==> config.mk <==
export PLATFORM = sky130hd
export DESIGN_NAME = http_chunked_body_decoder
export DESIGN_NICKNAME = d
export VERILOG_FILES = /design/src/design/hcbd_pkg.sv /design/src/design/http_chunked_body_decoder.sv /design/src/design/hcbd_parser.sv
export VERILOG_INCLUDE_DIRS = /design/src /design/src/design
export SDC_FILE = /design/constraint.sdc
export NUM_CORES = 1
export LEC_CHECK = 0
export BUFFER_PORTS_ARGS = -buffer_cell sky130_fd_sc_hd__buf_4
export CORE_MARGIN = 2
export CORE_UTILIZATION = 24
export CTS_CLUSTER_DIAMETER = 50
export DETAILED_ROUTE_END_ITERATION = 16
export PLACE_DENSITY = 0.44
export SYNTH_ARGS = -nofsm -noshare
export SYNTH_HDL_FRONTEND = slang
export SYNTH_SLANG_ARGS = --single-unit
==> constraint.sdc <==
create_clock -name clock -period 4.3 [get_ports clock]
set_clock_uncertainty 0.2 [all_clocks]
set_input_delay 0.215 -clock clock [delete_from_list [all_inputs] [get_ports clock]]
set_output_delay 0.215 -clock clock [all_outputs]
set_load 0.005 [all_outputs]
==> src/design/http_chunked_body_decoder_assert.svh <==
// Assertion macros used by the decoder's parser module.
`ifndef HTTP_CHUNKED_BODY_DECODER_ASSERT_SVH
`define HTTP_CHUNKED_BODY_DECODER_ASSERT_SVH

// The consequent must hold in the same cycle as the antecedent.
`define HCBD_ASSERT_NOW(label, clk, rst, ante, cons, msg) \
   label: assert property (@(posedge clk) disable iff (rst) (ante) |-> (cons)) \
      else $error(msg);

// The consequent must hold in the cycle after the antecedent.
`define HCBD_ASSERT_NEXT(label, clk, rst, ante, cons, msg) \
   label: assert property (@(posedge clk) disable iff (rst) (ante) |=> (cons)) \
      else $error(msg);

`endif

==> src/design/hcbd_pkg.sv <==
package hcbd_pkg;

   localparam int SIZE_BITS = 64;

   localparam logic [7:0] CHAR_CR    = 8'h0D;
   localparam logic [7:0] CHAR_LF    = 8'h0A;
   localparam logic [7:0] CHAR_SPACE = 8'h20;
   localparam logic [7:0] CHAR_TAB   = 8'h09;
   localparam logic [7:0] CHAR_SEMI  = 8'h3B;

   localparam logic [16:0] TRAILER_SAT = 17'h1FFFF;
   localparam logic [15:0] LIMIT_RESET = 16'd4096;

   localparam logic CSR_TRAILER_LIMIT = 1'b0;
   localparam logic CSR_LINE_LIMIT    = 1'b1;

   typedef struct packed {
      logic [15:0] trailer_limit;
      logic [15:0] line_limit;
   } hcbd_cfg_type;

   typedef struct packed {
      logic [7:0] payload_byte;
      logic       payload_valid;
      logic       done_flag;
      logic       framing_error;
   } hcbd_result_type;

   typedef struct packed {
      logic       is_hex;
      logic [3:0] value;
   } hcbd_hex_type;

   function automatic hcbd_hex_type hex_decode(input logic [7:0] b);
      hcbd_hex_type h;
      h.is_hex = 1'b1;
      h.value  = 4'd0;
      if (b >= 8'h30 && b <= 8'h39) begin
         h.value = 4'(b - 8'h30);
      end else if (b >= 8'h61 && b <= 8'h66) begin
         h.value = 4'(b - 8'h57);
      end else if (b >= 8'h41 && b <= 8'h46) begin
         h.value = 4'(b - 8'h37);
      end else begin
         h.is_hex = 1'b0;
      end
      return h;
   endfunction

endpackage

==> src/design/http_chunked_body_decoder.sv <==
// Chunked HTTP body decoder. One body byte is taken per transfer on the req_ side and exactly
// one result comes out on the rsp_ side for it: the byte itself when it is chunk data, and the
// sticky body_done and framing_error flags. The block sustains one byte per clock cycle while
// rsp_stall does not hold the result register; each byte passes an input register, then the
// parse-state update into the result register, and that update is what sets the rate. Limits are
// written on the csr_ port, index 0 for the trailer limit and 1 for the size line limit, both
// 4096 after reset; write them only while no byte is in flight. After done or an error every
// further byte still yields a result, with the flags held.
module http_chunked_body_decoder (
   input  logic        clock,
   input  logic        reset,
   input  logic        req_valid,
   output logic        req_stall,
   input  logic [7:0]  req_body_byte,
   output logic        rsp_valid,
   input  logic        rsp_stall,
   output logic [7:0]  rsp_payload_byte,
   output logic        rsp_payload_valid,
   output logic        rsp_body_done,
   output logic        rsp_framing_error,
   input  logic        csr_wr_en,
   input  logic        csr_index,
   input  logic [15:0] csr_wr_data
);
   import hcbd_pkg::*;

   hcbd_cfg_type    cfg_ff, cfg_in;
   logic            in_valid_ff, in_valid_in;
   logic [7:0]      in_byte_ff, in_byte_in;
   logic            out_valid_ff, out_valid_in;
   hcbd_result_type out_ff, out_in;
   hcbd_result_type result;
   logic            out_free;
   logic            advance;
   logic            req_take;

   // The result register is free when empty or being drained this cycle.
   assign out_free  = !out_valid_ff || !rsp_stall;
   assign advance   = in_valid_ff && out_free;
   assign req_stall = in_valid_ff && !out_free;
   assign req_take  = req_valid && !req_stall;

   always_comb begin
      cfg_in = cfg_ff;
      if (csr_wr_en) begin
         unique case (csr_index)
            CSR_TRAILER_LIMIT: cfg_in.trailer_limit = csr_wr_data;
            CSR_LINE_LIMIT:    cfg_in.line_limit    = csr_wr_data;
            default:           cfg_in = cfg_ff;
         endcase
      end
   end

   always_comb begin
      in_valid_in = in_valid_ff;
      in_byte_in  = in_byte_ff;
      if (req_take) begin
         in_valid_in = 1'b1;
         in_byte_in  = req_body_byte;
      end else if (advance) begin
         in_valid_in = 1'b0;
      end
   end

   always_comb begin
      out_valid_in = out_valid_ff;
      out_in       = out_ff;
      if (advance) begin
         out_valid_in = 1'b1;
         out_in       = result;
      end else if (out_free) begin
         out_valid_in = 1'b0;
      end
   end

   hcbd_parser u_parser (
      .clock     (clock),
      .reset     (reset),
      .advance   (advance),
      .body_byte (in_byte_ff),
      .cfg       (cfg_ff),
      .result    (result)
   );

   always_ff @(posedge clock) begin
      if (reset) begin
         cfg_ff.trailer_limit <= LIMIT_RESET;
         cfg_ff.line_limit    <= LIMIT_RESET;
         in_valid_ff          <= 1'b0;
         out_valid_ff         <= 1'b0;
      end else begin
         cfg_ff       <= cfg_in;
         in_valid_ff  <= in_valid_in;
         out_valid_ff <= out_valid_in;
      end
   end

   always_ff @(posedge clock) begin
      in_byte_ff <= in_byte_in;
      out_ff     <= out_in;
   end

   assign rsp_valid         = out_valid_ff;
   assign rsp_payload_byte  = out_ff.payload_byte;
   assign rsp_payload_valid = out_ff.payload_valid;
   assign rsp_body_done     = out_ff.done_flag;
   assign rsp_framing_error = out_ff.framing_error;

endmodule

==> src/design/hcbd_parser.sv <==
`include "http_chunked_body_decoder_assert.svh"

module hcbd_parser (
   input  logic                     clock,
   input  logic                     reset,
   input  logic                     advance,
   input  logic [7:0]               body_byte,
   input  hcbd_pkg::hcbd_cfg_type   cfg,
   output hcbd_pkg::hcbd_result_type result
);
   import hcbd_pkg::*;

   localparam logic [3:0] PH_DIGITS   = 4'd0;
   localparam logic [3:0] PH_WS       = 4'd1;
   localparam logic [3:0] PH_SEMI     = 4'd2;
   localparam logic [3:0] PH_EXT      = 4'd3;
   localparam logic [3:0] PH_DATA     = 4'd4;
   localparam logic [3:0] PH_END_CR   = 4'd5;
   localparam logic [3:0] PH_END_LF   = 4'd6;
   localparam logic [3:0] PH_TR_START = 4'd7;
   localparam logic [3:0] PH_TR_LINE  = 4'd8;
   localparam logic [3:0] PH_DONE     = 4'd9;
   localparam logic [3:0] PH_ERR      = 4'd10;

   logic [3:0]           phase_ff, phase_in;
   logic [SIZE_BITS-1:0] chunk_rem_ff, chunk_rem_in;
   logic                 digit_seen_ff, digit_seen_in;
   logic                 pending_cr_ff, pending_cr_in;
   logic [15:0]          line_bytes_ff, line_bytes_in;
   logic [16:0]          trailer_bytes_ff, trailer_bytes_in;

   hcbd_hex_type   hex;
   logic           go_on;
   logic [3:0]     eff_phase;
   logic           is_ws;
   logic           pay;
   logic           ph_err;
   logic           ph_done;
   logic           ph_data;
   logic           ph_suffix;

   assign hex   = hex_decode(body_byte);
   assign is_ws = (body_byte == CHAR_SPACE) || (body_byte == CHAR_TAB);

   always_comb begin
      phase_in         = phase_ff;
      chunk_rem_in     = chunk_rem_ff;
      digit_seen_in    = digit_seen_ff;
      pending_cr_in    = pending_cr_ff;
      line_bytes_in    = line_bytes_ff;
      trailer_bytes_in = trailer_bytes_ff;
      go_on            = 1'b1;
      eff_phase        = phase_ff;
      pay              = 1'b0;
      unique case (phase_ff) inside
         PH_DIGITS, PH_WS, PH_SEMI, PH_EXT: begin
            if (line_bytes_ff >= cfg.line_limit) begin
               phase_in = PH_ERR;
            end else begin
               line_bytes_in = line_bytes_ff + 16'd1;
               if (pending_cr_ff) begin
                  pending_cr_in = 1'b0;
                  if (body_byte == CHAR_LF) begin
                     go_on = 1'b0;
                     if (phase_ff == PH_DIGITS || phase_ff == PH_EXT) begin
                        // End of the size line: on to data, or to trailers.
                        line_bytes_in = 16'd0;
                        digit_seen_in = 1'b0;
                        if (chunk_rem_ff == '0) begin
                           trailer_bytes_in = 17'd0;
                           phase_in         = PH_TR_START;
                        end else begin
                           phase_in = PH_DATA;
                        end
                     end else begin
                        phase_in = PH_ERR;
                     end
                  end else if (phase_ff != PH_SEMI && phase_ff != PH_EXT) begin
                     go_on    = 1'b0;
                     phase_in = PH_ERR;
                  end else begin
                     // A bare CR inside an extension is an ordinary byte.
                     eff_phase = PH_EXT;
                     phase_in  = PH_EXT;
                  end
               end
               if (go_on) begin
                  case (eff_phase)
                     PH_DIGITS: begin
                        if (hex.is_hex) begin
                           if (chunk_rem_ff[SIZE_BITS-1 -: 4] != 4'd0) begin
                              phase_in = PH_ERR;
                           end else begin
                              chunk_rem_in  = {chunk_rem_ff[SIZE_BITS-5:0], hex.value};
                              digit_seen_in = 1'b1;
                           end
                        end else if (!digit_seen_ff) begin
                           phase_in = PH_ERR;
                        end else if (body_byte == CHAR_CR) begin
                           pending_cr_in = 1'b1;
                        end else if (is_ws) begin
                           phase_in = PH_WS;
                        end else if (body_byte == CHAR_SEMI) begin
                           phase_in = PH_SEMI;
                        end else begin
                           phase_in = PH_ERR;
                        end
                     end
                     PH_WS: begin
                        if (body_byte == CHAR_SEMI) begin
                           phase_in = PH_SEMI;
                        end else if (!is_ws) begin
                           phase_in = PH_ERR;
                        end
                     end
                     PH_SEMI: begin
                        if (body_byte == CHAR_CR) begin
                           pending_cr_in = 1'b1;
                        end else begin
                           phase_in = PH_EXT;
                        end
                     end
                     default: begin
                        if (body_byte == CHAR_CR) begin
                           pending_cr_in = 1'b1;
                        end
                     end
                  endcase
               end
            end
         end
         PH_DATA: begin
            pay          = 1'b1;
            chunk_rem_in = chunk_rem_ff - SIZE_BITS'(1);
            if (chunk_rem_ff == SIZE_BITS'(1)) begin
               phase_in = PH_END_CR;
            end
         end
         PH_END_CR: begin
            phase_in = (body_byte == CHAR_CR) ? PH_END_LF : PH_ERR;
         end
         PH_END_LF: begin
            if (body_byte == CHAR_LF) begin
               phase_in      = PH_DIGITS;
               chunk_rem_in  = '0;
               digit_seen_in = 1'b0;
               pending_cr_in = 1'b0;
               line_bytes_in = 16'd0;
            end else begin
               phase_in = PH_ERR;
            end
         end
         PH_TR_START, PH_TR_LINE: begin
            if (trailer_bytes_ff != TRAILER_SAT) begin
               trailer_bytes_in = trailer_bytes_ff + 17'd1;
            end
            if (pending_cr_ff) begin
               pending_cr_in = 1'b0;
               if (body_byte == CHAR_LF) begin
                  go_on = 1'b0;
                  // The limit is checked as each trailer line ends.
                  if (trailer_bytes_in > {1'b0, cfg.trailer_limit}) begin
                     phase_in = PH_ERR;
                  end else if (phase_ff == PH_TR_START) begin
                     phase_in = PH_DONE;
                  end else begin
                     phase_in = PH_TR_START;
                  end
               end else begin
                  phase_in = PH_TR_LINE;
               end
            end
            if (go_on) begin
               if (body_byte == CHAR_CR) begin
                  pending_cr_in = 1'b1;
               end else begin
                  phase_in = PH_TR_LINE;
               end
            end
         end
         PH_DONE: begin
         end
         default: begin
            phase_in = PH_ERR;
         end
      endcase
   end

   assign result.payload_byte  = pay ? body_byte : 8'd0;
   assign result.payload_valid = pay;
   assign result.done_flag     = (phase_in == PH_DONE);
   assign result.framing_error = (phase_in == PH_ERR);

   always_ff @(posedge clock) begin
      if (reset) begin
         phase_ff         <= PH_DIGITS;
         chunk_rem_ff     <= '0;
         digit_seen_ff    <= 1'b0;
         pending_cr_ff    <= 1'b0;
         line_bytes_ff    <= 16'd0;
         trailer_bytes_ff <= 17'd0;
      end else if (advance) begin
         phase_ff         <= phase_in;
         chunk_rem_ff     <= chunk_rem_in;
         digit_seen_ff    <= digit_seen_in;
         pending_cr_ff    <= pending_cr_in;
         line_bytes_ff    <= line_bytes_in;
         trailer_bytes_ff <= trailer_bytes_in;
      end
   end

   assign ph_err    = (phase_ff == PH_ERR);
   assign ph_done   = (phase_ff == PH_DONE);
   assign ph_data   = (phase_ff == PH_DATA);
   assign ph_suffix = (phase_ff == PH_WS) || (phase_ff == PH_SEMI) || (phase_ff == PH_EXT);

   `HCBD_ASSERT_NEXT(a_err_sticky, clock, reset, ph_err, ph_err, "error phase left")
   `HCBD_ASSERT_NEXT(a_done_sticky, clock, reset, ph_done, ph_done, "done phase left")
   `HCBD_ASSERT_NOW(a_data_nonzero, clock, reset, ph_data, chunk_rem_ff != '0, "empty data phase")
   `HCBD_ASSERT_NOW(a_ext_has_digit, clock, reset, ph_suffix, digit_seen_ff, "suffix, no digit")

endmodule
Word-level counts from Yosys, hierarchy flattened
Index checks and enable logic that the tools add are counted.
- input bits: 30
- register bits after elaboration: 156
- output and inout port bits: 13
- logic and storage cells: 184
- equality and inequality tests: 32
- bitwise operators: 1
- order comparisons: 8
- add/sub/neg operators: 6
- multiplexer cells: 90
- reductions and logical operators: 32
- operator list (kind ; count):
    64-bit 2-to-1 mux ; 6
    64-bit one-hot mux with 3 select lines ; 1
    4-bit 2-to-1 mux ; 32
    17-bit 2-to-1 mux ; 7
    16-bit 2-to-1 mux ; 5
    64-bit by 1-bit equality test with 1-bit output (second input constant) ; 1
    64-bit logical NOT ; 1
    64-bit by 1-bit subtractor with 64-bit output (second input constant) ; 1
    17-bit one-hot mux with 2 select lines ; 1
    16-bit one-hot mux with 2 select lines ; 1
    1-bit 2-to-1 mux ; 31
    8-bit by 4-bit equality test with 1-bit output (second input constant) ; 3
    4-bit one-hot mux with 6 select lines ; 1
    17-bit by 1-bit adder with 17-bit output (second input constant) ; 1
    17-bit by 16-bit greater-than comparator with 1-bit output ; 1
    17-bit inequality test (second input constant) ; 1
    16-bit by 1-bit adder with 16-bit output (second input constant) ; 1
    4-bit by 3-bit equality test with 1-bit output (second input constant) ; 4
    4-bit equality test (second input constant) ; 4
    8-bit by 6-bit equality test with 1-bit output (second input constant) ; 2
    16-bit >= comparator ; 1
    8-bit by 7-bit >= comparator with 1-bit output (second input constant) ; 2
    8-bit by 7-bit <= comparator with 1-bit output (second input constant) ; 2
    2-bit by 1-bit inequality test with 1-bit output (second input constant) ; 7
    26 further kinds ; 52

Logic depth before layout (Yosys ltp)
Gate-level depths: netlist (run 1).
- depth after elaboration: 13
- gate-level depth with buffers: 16
- depth with buffers taken out: 15

Cells and area by module
From an unflattened synthesis (run 1), not the netlist that was laid out.
- cell total of the unflattened synthesis: 1271
- area total of the unflattened synthesis: 9967.1 µm²
- modules (own cells, without submodules) (module ; sequential area each (µm²) ; instances ; cells an instance ; area each (µm²)):
    hcbd_parser ; 2062.0 ; 1 ; 1117 ; 7958.9
    http_chunked_body_decoder ; 1251.2 ; 1 ; 154 ; 2008.2

Worst setup path after synthesis (run 1)
OpenSTA, ideal clock, no wires.
- kind: register -> register
- start: register u_parser.trailer_bytes_ff[11]
- end: register out_ff, in the netlist rsp_body_done (data pin)
- required time: 3.954 ns
- setup slack: 0.415 ns
- stages on the path, launching flop included: 15
- setup time: 0.146 ns
- period minus slack after synthesis: 3.885 ns
- path buffers: 0
- arrival: 3.539 ns
- path through: dfxtp_1 > and4_1 > and4_1 > a31oi_1 > and3_1 > nand3_1 > xnor2_1 > ha_1 > nand4_1 > nor4_1 > nand2_1 > a211o_1 > or4_1 > and3_1 > a21oi_1
- RTL lines (element ; RTL line ; RTL):
    from (decl) ; hcbd_parser.sv:30 ; logic [16:0] trailer_bytes_ff, trailer_bytes_in;
    from (signal assigned) ; hcbd_parser.sv:208 ; trailer_bytes_ff <= trailer_bytes_in;
    to (signal assigned) ; http_chunked_body_decoder.sv:100 ; out_ff <= out_in;
    to (decl) ; http_chunked_body_decoder.sv:31 ; hcbd_result_type out_ff, out_in;

==> results of run 1 <==
critical path, cell delays in order (launching register included):
cell and delay, ns:
dfxtp_1 0.42, and4_1 0.26, and4_1 0.27, a31oi_1 0.12
and3_1 0.26, and3_1 0.21, xor2_1 0.14, ha_1 0.29
nand4_1 0.20, nor4_2 0.33, nand2_1 0.08, a211o_1 0.34
or4_1 0.41, and3_1 0.21, a21oi_1 0.14
power groups by stage:
stage	clock (mW)	combinational [mW]	sequential, mW
5_1_grt	1.60	0.852	1.56
3_5_place_dp	0	0.738	1.59
3_3_place_gp	0	0.743	1.59
2_1_floorplan	0	0.477	1.57
6_report	1.51	0.769	1.56
4_1_cts	1.55	0.761	1.56
sequential cells by signal, summed over array words and instances, names as in the netlist:
register,count
cfg_ff,32
u_parser.line_bytes_ff,16
in_valid_ff,1
u_parser.trailer_bytes_ff,17
rsp_framing_error,1
u_parser.pending_cr_ff,1
in_byte_ff,8
u_parser.chunk_rem_ff,64
rsp_body_done,1
u_parser.phase_ff,4
rsp_payload_byte,8
rsp_valid,1
rsp_payload_valid,1
u_parser.digit_seen_ff,1
cell usage in the layout, fill, tap and decap left out, types with 5 or more instances in the layout:
cell type,n
nand2_1,175
dfxtp_1,137
a21oi_1,123
nor2_1,120
o21ai_0,79
buf_4,77
inv_1,50
nor3_1,50
ha_1,40
nand3_1,35
dlygate4sd3_1,27
a31oi_1,25
nor4_1,23
a32o_1,23
or3_1,22
or4_1,19
edfxtp_1,19
nand4_1,18
xnor2_1,17
clkbuf_16,17
xor2_1,15
a221oi_1,14
and3_1,13
a211oi_1,12
o31ai_1,12
and2_1,11
a21o_1,10
a22o_1,9
o211ai_1,8
o32ai_1,8
or2_2,7
o41ai_1,7
nand2b_1,6
nand4b_1,5
a22oi_1,5
inv_6,5
layout make-up:
class	count	area share
Multi-Input combinational cell	976	0.507
Sequential cell	156	0.291
Timing Repair Buffer	106	0.0779
Tap cell	525	0.0576
Clock buffer	18	0.0385
Inverter	54	0.0178
Clock inverter	14	0.0106
layer usage:
layer	up-vias	GRT usage	share of wire
met4	0	0.0568	0.024
met1	4627	0.214	0.49
met2	249	0.238	0.44
met5	-	0	0
li1	4758	-	-
met3	49	0.0315	0.051
kinds of logic after synthesis:
family                     after synthesis
AOI/OAI and AO/OA                      374
xor gates and xnor gates                32
adders and majority gates               40
buffers and inverters                  126
DFF                                    156
muxes                                    4
and+or+nand+nor                        526
worst min-delay path by stage:
stage,cells past startpoint,from,to
after floorplan,0,req_body_byte[0],in_byte_ff[0]$_DFFE_PP_
after global placement,1,req_body_byte[3],in_byte_ff[3]$_DFFE_PP_
after detailed placement,1,req_body_byte[2],in_byte_ff[2]$_DFFE_PP_
after CTS,4,csr_index,cfg_ff[20]$_SDFFE_PP0P_
after global routing,4,csr_index,cfg_ff[24]$_SDFFE_PP0P_
final,4,csr_index,cfg_ff[20]$_SDFFE_PP0P_
repair_timing:
action	CTS	global route
hold buffers	27	0
resized for setup	0	3
endpoints found under the setup margin	0	4
endpoints found under the hold margin	42	0
synth_stat cells, types with 19 or more instances:
cell        n  area share
inv_1      50       0.020
nand2_1   175       0.069
or4_1      19       0.015
a32o_1     23       0.024
or3_1      22       0.014
nor2_1    120       0.047
ha_1       40       0.052
a21oi_1   123       0.064
clkbuf_1   67       0.026
nor3_1     51       0.027
a31oi_1    25       0.016
o21ai_0    79       0.041
edfxtp_1   19       0.060
nor4_1     24       0.016
dfxtp_1   137        0.29
nand3_1    35       0.018
metrics by stage:
step | setup WS [ns] | util | instances | total power [mW] | area, µm²
after global routing | 0.0136 | 0.288 | 1849 | 4.02 | 11400
after detailed placement | 0.199 | 0.267 | 1790 | 2.33 | 10500
after floorplan | 0.415 | - | 1258 | 2.05 | 9560
after global placement | 0.202 | 0.267 | 1790 | 2.33 | 10500
after CTS | 0.188 | 0.288 | 1849 | 3.87 | 11400
final | 0.276 | 0.288 | 1849 | 3.83 | 11400
==> impl_metrics.tcl, run 1 <==
set metrics [dict create \
    end_kind "flop" \
    grt_pass1_vias 9280 \
    cts_tree "yes" \
    p_per_area_nw_per_um2 336 \
    yosysSeqAreaShare 0.347 \
    tightest_slew_ns 1.12 \
    synthSimpleGateAreaFrac 0.264 \
    grt_pass1_wl_um 51200 \
    syn_avg_cell_area_um2 7.60 \
    syn_area_um2 9560 \
    slew_viol_final 0 \
    num_antenna_cells 0 \
    slew-limit-headroom 0.252 \
    finalHoldViolations 0 \
    synth_top_family_by_area "simple AND/OR/NAND/NOR gates" \
    drv_cap 0 \
    arrival_ns 4.13 \
    dieArea_um2 41400 \
    register_area_um2 3310 \
    synth_warnings 0 \
    switching_power_mw 1.26 \
    fill_cells 4283 \
    drtAntennaViolNets 0 \
    p_int_mw 2.57 \
    clock_path_buffers 2 \
    cp_max_fo 5 \
    outcome "complete, no violations" \
    syn_nets 1328 \
    timing.rr.start "u_parser.trailer_bytes_ff[8]$_SDFFE_PP0P_" \
    vias 9683 \
    synth-xor-area-share 0.0293 \
    grt-ovfl-total 0 \
    cts-root-buf "clkbuf_16" \
    grt_usage 0.155 \
    rsz0062_at_grt "no" \
    cp-startpoint "u_parser.trailer_bytes_ff[8]$_SDFFE_PP0P_" \
    max_freq_mhz 248 \
    worstRegToRegCells 14 \
    post_cts_buffers 0 \
    routabilityCongestion 0.863 \
    finalSetupViolCount 0 \
    path_clk_slew_ns 0.07 \
    netlist-cell-type-count 70 \
    clkSinkCount 156 \
    core_area_um2 39500 \
    crit-reg2reg-capture "rsp_body_done$_DFFE_PP_" \
    power_leakage_nw 4.14 \
    synth_adder_area_share 0.0524 \
    synth_edf_count 19 \
    finalWirelength_um 31800 \
    clk-insertion-delay-late_ns 0.45 \
    critPathLaunchType "flop" \
    htree_levels 4 \
    area_delta_synth_final_pct 19.3 \
    drc 0 \
    crit_required_ns 4.41 \
    synthArstFlopShare 0 \
    multi_input_area_um2 5780 \
    drive_gt1_frac 0.0944 \
    post-route-min-period_ns 4.02 \
    vias_per_cell 5.24 \
    finalSetupTns_ns 0 \
    final_net_count 1381 \
    dpl.hpwl_um 21700 \
    synth_compound_area_frac 0.252 \
    whs_ns 0.106 \
    drt-pass1-iter-count 5 \
    rows 73 \
    synthMuxAreaShare 0.00432 \
    peakVddDrop_v 0.000245 \
    start_util 0.242 \
    pwr-share-comb 0.201 \
    fin_crit_sh 0.936 \
    synthFlopType "dfxtp_1" \
    swShare 0.329 \
    grt_start_max_net_pins 64 \
    chipWidth_um 204 \
    crit_type "reg -> reg" \
    endpoint "rsp_body_done$_DFFE_PP_" \
    wl_per_cell_um 17.2 \
    port_buffers 42 \
    grt_antenna_before_repair 0 \
    drt-initial-drc-count 724 \
    synth-seq-cells 156 \
    sequentialPowerShare 0.406 \
    clkPwrFrac 0.393 \
    syn_inst 1258 \
    die_y_um 204 \
    worstHoldPathType "in -> reg" \
    ios 43 \
    cts_buffers 17 \
    r2r_slack_ns 0.28 \
]
(Power assumes the default switching activity.)
==> run 2: changes to the inputs <==
--- a/config.mk
+++ b/config.mk
@@ -14,4 +14,5 @@
 export PLACE_DENSITY = 0.44
 export SYNTH_ARGS = -nofsm -noshare
 export SYNTH_HDL_FRONTEND = slang
+export SYNTH_HIERARCHICAL = 1
 export SYNTH_SLANG_ARGS = --single-unit
==> run 2 against run 1 <==
Non-clock buffer count shrank 4. Largest cell class unchanged. Utilization decreased by 0.069 points. Clock power about the same. Flip-flop and latch count unchanged. Synthesized cell count grew 1.0%. Worst setup slack got worse by 0.027 ns. Total power grew 2.7%. Fmax is 0.66% lower. First-iteration DRC count decreased by 25%. Critical path type unchanged.
==> impl_metrics.tcl, run 2 <==
set metrics [dict create \
    drive_gt1_frac 0.101 \
    drtAntennaViolNets 0 \
    finalSetupViolCount 0 \
    chipWidth_um 208 \
    peakVddDrop_v 0.000208 \
    dpl.hpwl_um 20700 \
    slew_viol_final 0 \
    grt_pass1_vias 9257 \
    syn_inst 1271 \
    port_buffers 42 \
    tightest_slew_ns 0.987 \
    ios 43 \
    whs_ns 0.146 \
    rows 74 \
    worst_path_largest_cell_delay_ns 0.41 \
    synthArstFlopShare 0 \
    synth-seq-cells 156 \
    grt_antenna_before_repair 0 \
    power_leakage_nw 4.38 \
    cp_cell_sequence "ha_1 -> and4_1 -> and4_2 -> a21oi_2 -> buf_4 -> nand4_1 -> xnor2_1 -> ha_1 -> nand4_1 -> nor4_4 -> nand2b_1 -> o31ai_1 -> or3_4 -> a211o_1 -> a221oi_1" \
    drt-initial-drc-count 545 \
    ys_top_cells_by_count "dfxtp_1, nand2_1, nor2_1" \
    power_mw 3.94 \
    clk-insertion-delay-late_ns 0.44 \
    max_flop_register "u_parser/chunk_rem_ff" \
    finalWirelength_um 30400 \
    cts_buffers 17 \
    die_y_um 208 \
    fin_area_um2 11800 \
    slowest_stage "or3_4" \
    synth_edf_count 19 \
    htree_levels 4 \
    syn_avg_cell_area_um2 7.84 \
    clock_path_buffers 2 \
    cp-startpoint "u_parser/trailer_bytes_ff[1]$_SDFFE_PP0P_" \
    arrival_ns 4.20 \
    reg_top3 "u_parser/chunk_rem_ff (64), cfg_ff (32), u_parser/trailer_bytes_ff (17)" \
    worstRegToRegCells 15 \
    yosysTopAreaCell "dfxtp_1" \
    finalSetupTns_ns 0 \
    core_area_um2 40900 \
    placed_cells 1797 \
    syn_area_um2 9970 \
    final_net_count 1386 \
    holdPathEnd "rsp_valid$_SDFFE_PP0P_" \
    syn_nets 1341 \
    grt_usage 0.141 \
    whs_path_depth 2 \
    vias 9467 \
    routabilityCongestion 0.806 \
    synth_top_area_frac 0.275 \
    critPathLaunchType "flop" \
    cts_tree "yes" \
    end_kind "flop" \
    drt-pass1-iter-count 5 \
    wl_per_cell_um 16.3 \
    crit_type "reg -> reg" \
    fill_cells 4441 \
    vias_per_cell 5.09 \
    cp_max_fo 6 \
    largest_register_ffs 64 \
    dieArea_um2 43200 \
    min_from "reset" \
    final_common_cell "dfxtp_1" \
    grt-ovfl-total 0 \
    grt_pass1_wl_um 49600 \
    num_antenna_cells 0 \
    synth.most_common_cell "dfxtp_1" \
    netlist-cell-type-count 83 \
    drc 0 \
    fin_ws_ns 0.249 \
    detailed_place.area_um2 10800 \
    timing.rr.start "u_parser/trailer_bytes_ff[1]$_SDFFE_PP0P_" \
    final_cell_mix "dfxtp_1, nand2_1, nor2_1" \
    register_area_um2 3310 \
    crit-reg2reg-capture "u_parser/phase_ff[2]$_SDFFE_PP0P_" \
    p_per_area_nw_per_um2 335 \
    clkSinkCount 156 \
    finalHoldViolations 0 \
    multi_input_area_um2 6150 \
    start_util 0.244 \
    r2r_slack_ns 0.25 \
    synth_area_leaders "dfxtp_1, edfxtp_1, ha_1, a21oi_1, nand2_1" \
    slew-limit-headroom 0.342 \
    yosysSeqAreaShare 0.332 \
    drv_cap 0 \
    synth_warnings 6 \
    path_clk_slew_ns 0.07 \
    post-route-min-period_ns 4.05 \
    max_freq_mhz 247 \
    outcome "complete, no violations" \
    cts-root-buf "clkbuf_16" \
    dpl_worst_slack_ns -0.166 \
    postLayoutCoreUtil 0.287 \
    grt_start_max_net_pins 80 \
    fin_cells 1861 \
    fin_crit_sh 0.942 \
    worstHoldPathType "in -> reg" \
    area_delta_synth_final_pct 18.0 \
    synthFlopType "dfxtp_1" \
    crit_required_ns 4.45 \
]
[run 2: critical path: cells and delay by family, from the launching register on]
family                     cells  cell delay (ns)
and+or+nand+nor                7             1.79
AOI/OAI and AO/OA              4             0.78
adders and majority gates      2             0.52
DFF                            1             0.33
xor gates and xnor gates       1             0.18
buffers and inverters          1             0.16
[run 2: cells by family after synthesis]
logic type,count (synthesis),share of synthesized area
AOI/OAI and AO/OA,338,0.220
xor gates and xnor gates,37,0.0325
adders and majority gates,40,0.0502
buffers and inverters,133,0.0566
DFF,156,0.332
muxes,35,0.0354
and+or+nand+nor,532,0.273
[run 2: cell type report]
| cell class | instances | area share |
|---|---|---|
| clock buffers | 21 | 0.0391 |
| clock inverters | 11 | 0.00936 |
| inverters | 57 | 0.0182 |
| multi-input cells | 982 | 0.522 |
| flip-flops and latches | 156 | 0.282 |
| well taps | 532 | 0.0566 |
| repair buffers | 102 | 0.0727 |
[run 2: timing repair]
action                                 in CTS  in global routing
setup endpoints to repair                   3                  5
gates resized for setup                     2                  8
pin swaps                                   0                  5
endpoints found under the hold margin      42                  0
setup buffers                               0                  1
hold buffers                               31                  0
[run 2: worst max path at each step]
stage                                                   end  slack, ns  cells past startpoint
after floorplan                     rsp_body_done$_DFFE_PP_       0.02                     16
after global placement              rsp_body_done$_DFFE_PP_       0.01                     15
after detailed placement            rsp_body_done$_DFFE_PP_      -0.17                     15
after CTS                           rsp_body_done$_DFFE_PP_       0.04                     15
after global routing      u_parser/phase_ff[2]$_SDFFE_PP0P_      -0.02                     15
final                     u_parser/phase_ff[2]$_SDFFE_PP0P_       0.25                     15
[run 2: layer usage]
metal	part of all wire	GRT usage
met2	0.46	0.233
met1	0.49	0.190
met5	0	0
met4	0.012	0.0421
met3	0.035	0.0198
[run 2: power breakdown]
group          internal [mW]  total, mW  switching, mW
clock                  0.837       1.51          0.678
sequential              1.52       1.57         0.0474
combinational          0.316      0.855          0.538
total                   2.67       3.94           1.26
==> run 3: changes to the inputs <==
--- a/config.mk
+++ b/config.mk
@@ -7,6 +7,7 @@
 export NUM_CORES = 1
 export LEC_CHECK = 0
 export BUFFER_PORTS_ARGS = -buffer_cell sky130_fd_sc_hd__buf_4
+export CORE_ASPECT_RATIO = 1.2
 export CORE_MARGIN = 2
 export CORE_UTILIZATION = 24
 export CTS_CLUSTER_DIAMETER = 50
==> run 3 against run 2 <==
Non-clock buffer count did not move. Register-to-register slack got worse by 0.04 ns. Largest cell class unchanged. Clock power barely moved. Cell area rose by 0.13%. Sequential power barely moved. Critical path type unchanged. Utilization rose by 0.094 points. Largest power group unchanged. Wire length rose by 1.3%. Via count fell by 0.19%. Count of clock-buffer cells in the layout did not move. Fmax fell by 1.0%.
==> impl_metrics.tcl, run 3 (synthesized netlist as in run 2, its figures left out) <==
set metrics [dict create \
    crit_required_ns 4.28 \
    fill_cells 4452 \
    clkPwrFrac 0.388 \
    drc 0 \
    cts_buffers 17 \
    switching_power_mw 1.24 \
    routabilityCongestion 0.775 \
    drive_gt1_frac 0.104 \
    start_util 0.244 \
    finalWirelength_um 30800 \
    whs_path_depth 2 \
    cts-root-buf "clkbuf_16" \
    cts_tree "yes" \
    p_per_area_nw_per_um2 336 \
    rows 81 \
    holdPathEnd "rsp_valid$_SDFFE_PP0P_" \
    placed_cells 1805 \
    grt_antenna_before_repair 0 \
    drt-initial-drc-count 518 \
    wl_met2_um 15500 \
    grt_pass1_wl_um 50500 \
    sequentialPowerShare 0.396 \
    swShare 0.313 \
    min_from "reset" \
    grt-ovfl-total 0 \
    finalSetupViolCount 0 \
    critPathLaunchType "flop" \
    max_flop_register "u_parser/chunk_rem_ff" \
    drtAntennaViolNets 0 \
    largest_register_ffs 64 \
    ios 43 \
    r2r_slack_ns 0.21 \
    timing.rr.start "u_parser/trailer_bytes_ff[1]$_SDFFE_PP0P_" \
    clkSinkCount 156 \
    routedLengthMet1_um 14100 \
    finalHoldViolations 0 \
    grt_start_max_net_pins 88 \
    clock_path_buffers 2 \
    power_leakage_nw 4.38 \
    dieArea_um2 43200 \
    grt_usage 0.146 \
    pwr-share-comb 0.216 \
    dpl.hpwl_um 21100 \
    p_int_mw 2.72 \
    arrival_ns 4.08 \
    htree_levels 4 \
    fin_crit_sh 0.952 \
    dpl_worst_slack_ns -0.108 \
    worstHoldPathType "in -> reg" \
    slowest_stage "or3_1" \
    peakVddDrop_v 0.000290 \
    crit-reg2reg-capture "rsp_framing_error$_DFFE_PP_" \
    cp_max_fo 6 \
    path_clk_slew_ns 0.07 \
    vias_per_cell 5.06 \
    final_common_cell "dfxtp_1" \
    top_layer "met4" \
    clk-insertion-delay-late_ns 0.45 \
    whs_ns 0.185 \
    area_delta_synth_final_pct 18.2 \
    num_antenna_cells 0 \
    outcome "complete, no violations" \
    finalSetupTns_ns 0 \
    grt_pass1_vias 9410 \
    reg_top3 "u_parser/chunk_rem_ff (64), cfg_ff (32), u_parser/trailer_bytes_ff (17)" \
    worstRegToRegCells 15 \
    slew-limit-headroom 0.432 \
    fin_area_um2 11800 \
    drv_cap 0 \
    drt-pass1-iter-count 5 \
    detailed_place.area_um2 10800 \
    final_net_count 1386 \
    final_cell_mix "dfxtp_1, nand2_1, nor2_1" \
    worst_path_largest_cell_delay_ns 0.39 \
    post-route-min-period_ns 4.09 \
    max_freq_mhz 244 \
    cp_cell_sequence "ha_1 -> and4_1 -> and4_2 -> a21oi_2 -> buf_4 -> nand4_1 -> xnor2_1 -> ha_1 -> nand4_1 -> nor4_4 -> nand2b_1 -> o31ai_1 -> or3_1 -> a211oi_1 -> nor2_1" \
    die_y_um 227 \
    port_buffers 42 \
    tightest_slew_ns 0.852 \
    end_kind "flop" \
    wl_per_cell_um 16.5 \
    met3_length_um 853 \
    fin_ws_ns 0.207 \
    crit_type "reg -> reg" \
    fin_cells 1868 \
    slew_viol_final 0 \
    vias 9449 \
    chipWidth_um 190 \
    core_area_um2 40800 \
]
[run 3: worst max-delay path, delay by kind of cell, from the launching register on]
family / cells / cell delay (ns)
adders and majority gates: 2 / 0.53
DFF: 1 / 0.34
xor gates and xnor gates: 1 / 0.18
AOI/OAI and AO/OA: 3 / 0.56
buffers and inverters: 1 / 0.17
and+or+nand+nor: 8 / 1.86
[run 3: area by class of cell]
class                           count  area (µm²)  area share
Clock buffer                       21         460      0.0391
Clock inverter                     11         119      0.0101
Inverter                           57         214      0.0182
Multi-Input combinational cell    982        6160       0.523
Sequential cell                   156        3310       0.281
Tap cell                          539         674      0.0572
Timing Repair Buffer              102         841      0.0714
[run 3: stage by stage]
step / total power [mW] / utilization
2_1_floorplan: 2.14 / -
3_3_place_gp: 2.42 / 0.265
3_5_place_dp: 2.42 / 0.265
4_1_cts: 4.00 / 0.287
5_1_grt: 4.15 / 0.288
6_report: 3.95 / 0.288
[run 3: metal layers]
metal | vias up | GRT usage
met1 | 4573 | 0.179
met4 | 0 | 0.0393
met3 | 15 | 0.0242
met2 | 133 | 0.263
met5 | - | 0
li1 | 4728 | -
[run 3: power by group through the flow]
stage	sequential, mW	combinational [mW]	clock [mW]
2_1_floorplan	1.58	0.567	0
3_3_place_gp	1.60	0.822	0
3_5_place_dp	1.60	0.819	0
4_1_cts	1.57	0.848	1.59
5_1_grt	1.57	0.942	1.64
6_report	1.57	0.855	1.53
[run 3: how the worst max path moves through the flow]
stage,start,to,depth (start not counted)
after global routing,u_parser/trailer_bytes_ff[1]$_SDFFE_PP0P_,u_parser/phase_ff[2]$_SDFFE_PP0P_,15
after CTS,u_parser/trailer_bytes_ff[1]$_SDFFE_PP0P_,rsp_body_done$_DFFE_PP_,15
after global placement,u_parser/trailer_bytes_ff[1]$_SDFFE_PP0P_,rsp_body_done$_DFFE_PP_,15
after floorplan,u_parser/trailer_bytes_ff[0]$_SDFFE_PP0P_,rsp_body_done$_DFFE_PP_,16
final,u_parser/trailer_bytes_ff[1]$_SDFFE_PP0P_,rsp_framing_error$_DFFE_PP_,15
after detailed placement,u_parser/trailer_bytes_ff[1]$_SDFFE_PP0P_,rsp_body_done$_DFFE_PP_,15
[run 3: timing repair]
action / in CTS / in global routing
hold buffers: 30 / 0
endpoints found under the setup margin: 3 / 5
endpoints found under the hold margin: 42 / 0
buffers inserted: 0 / 1
cloned: 0 / 0
resized for setup: 2 / 11
pin swaps: 0 / 5
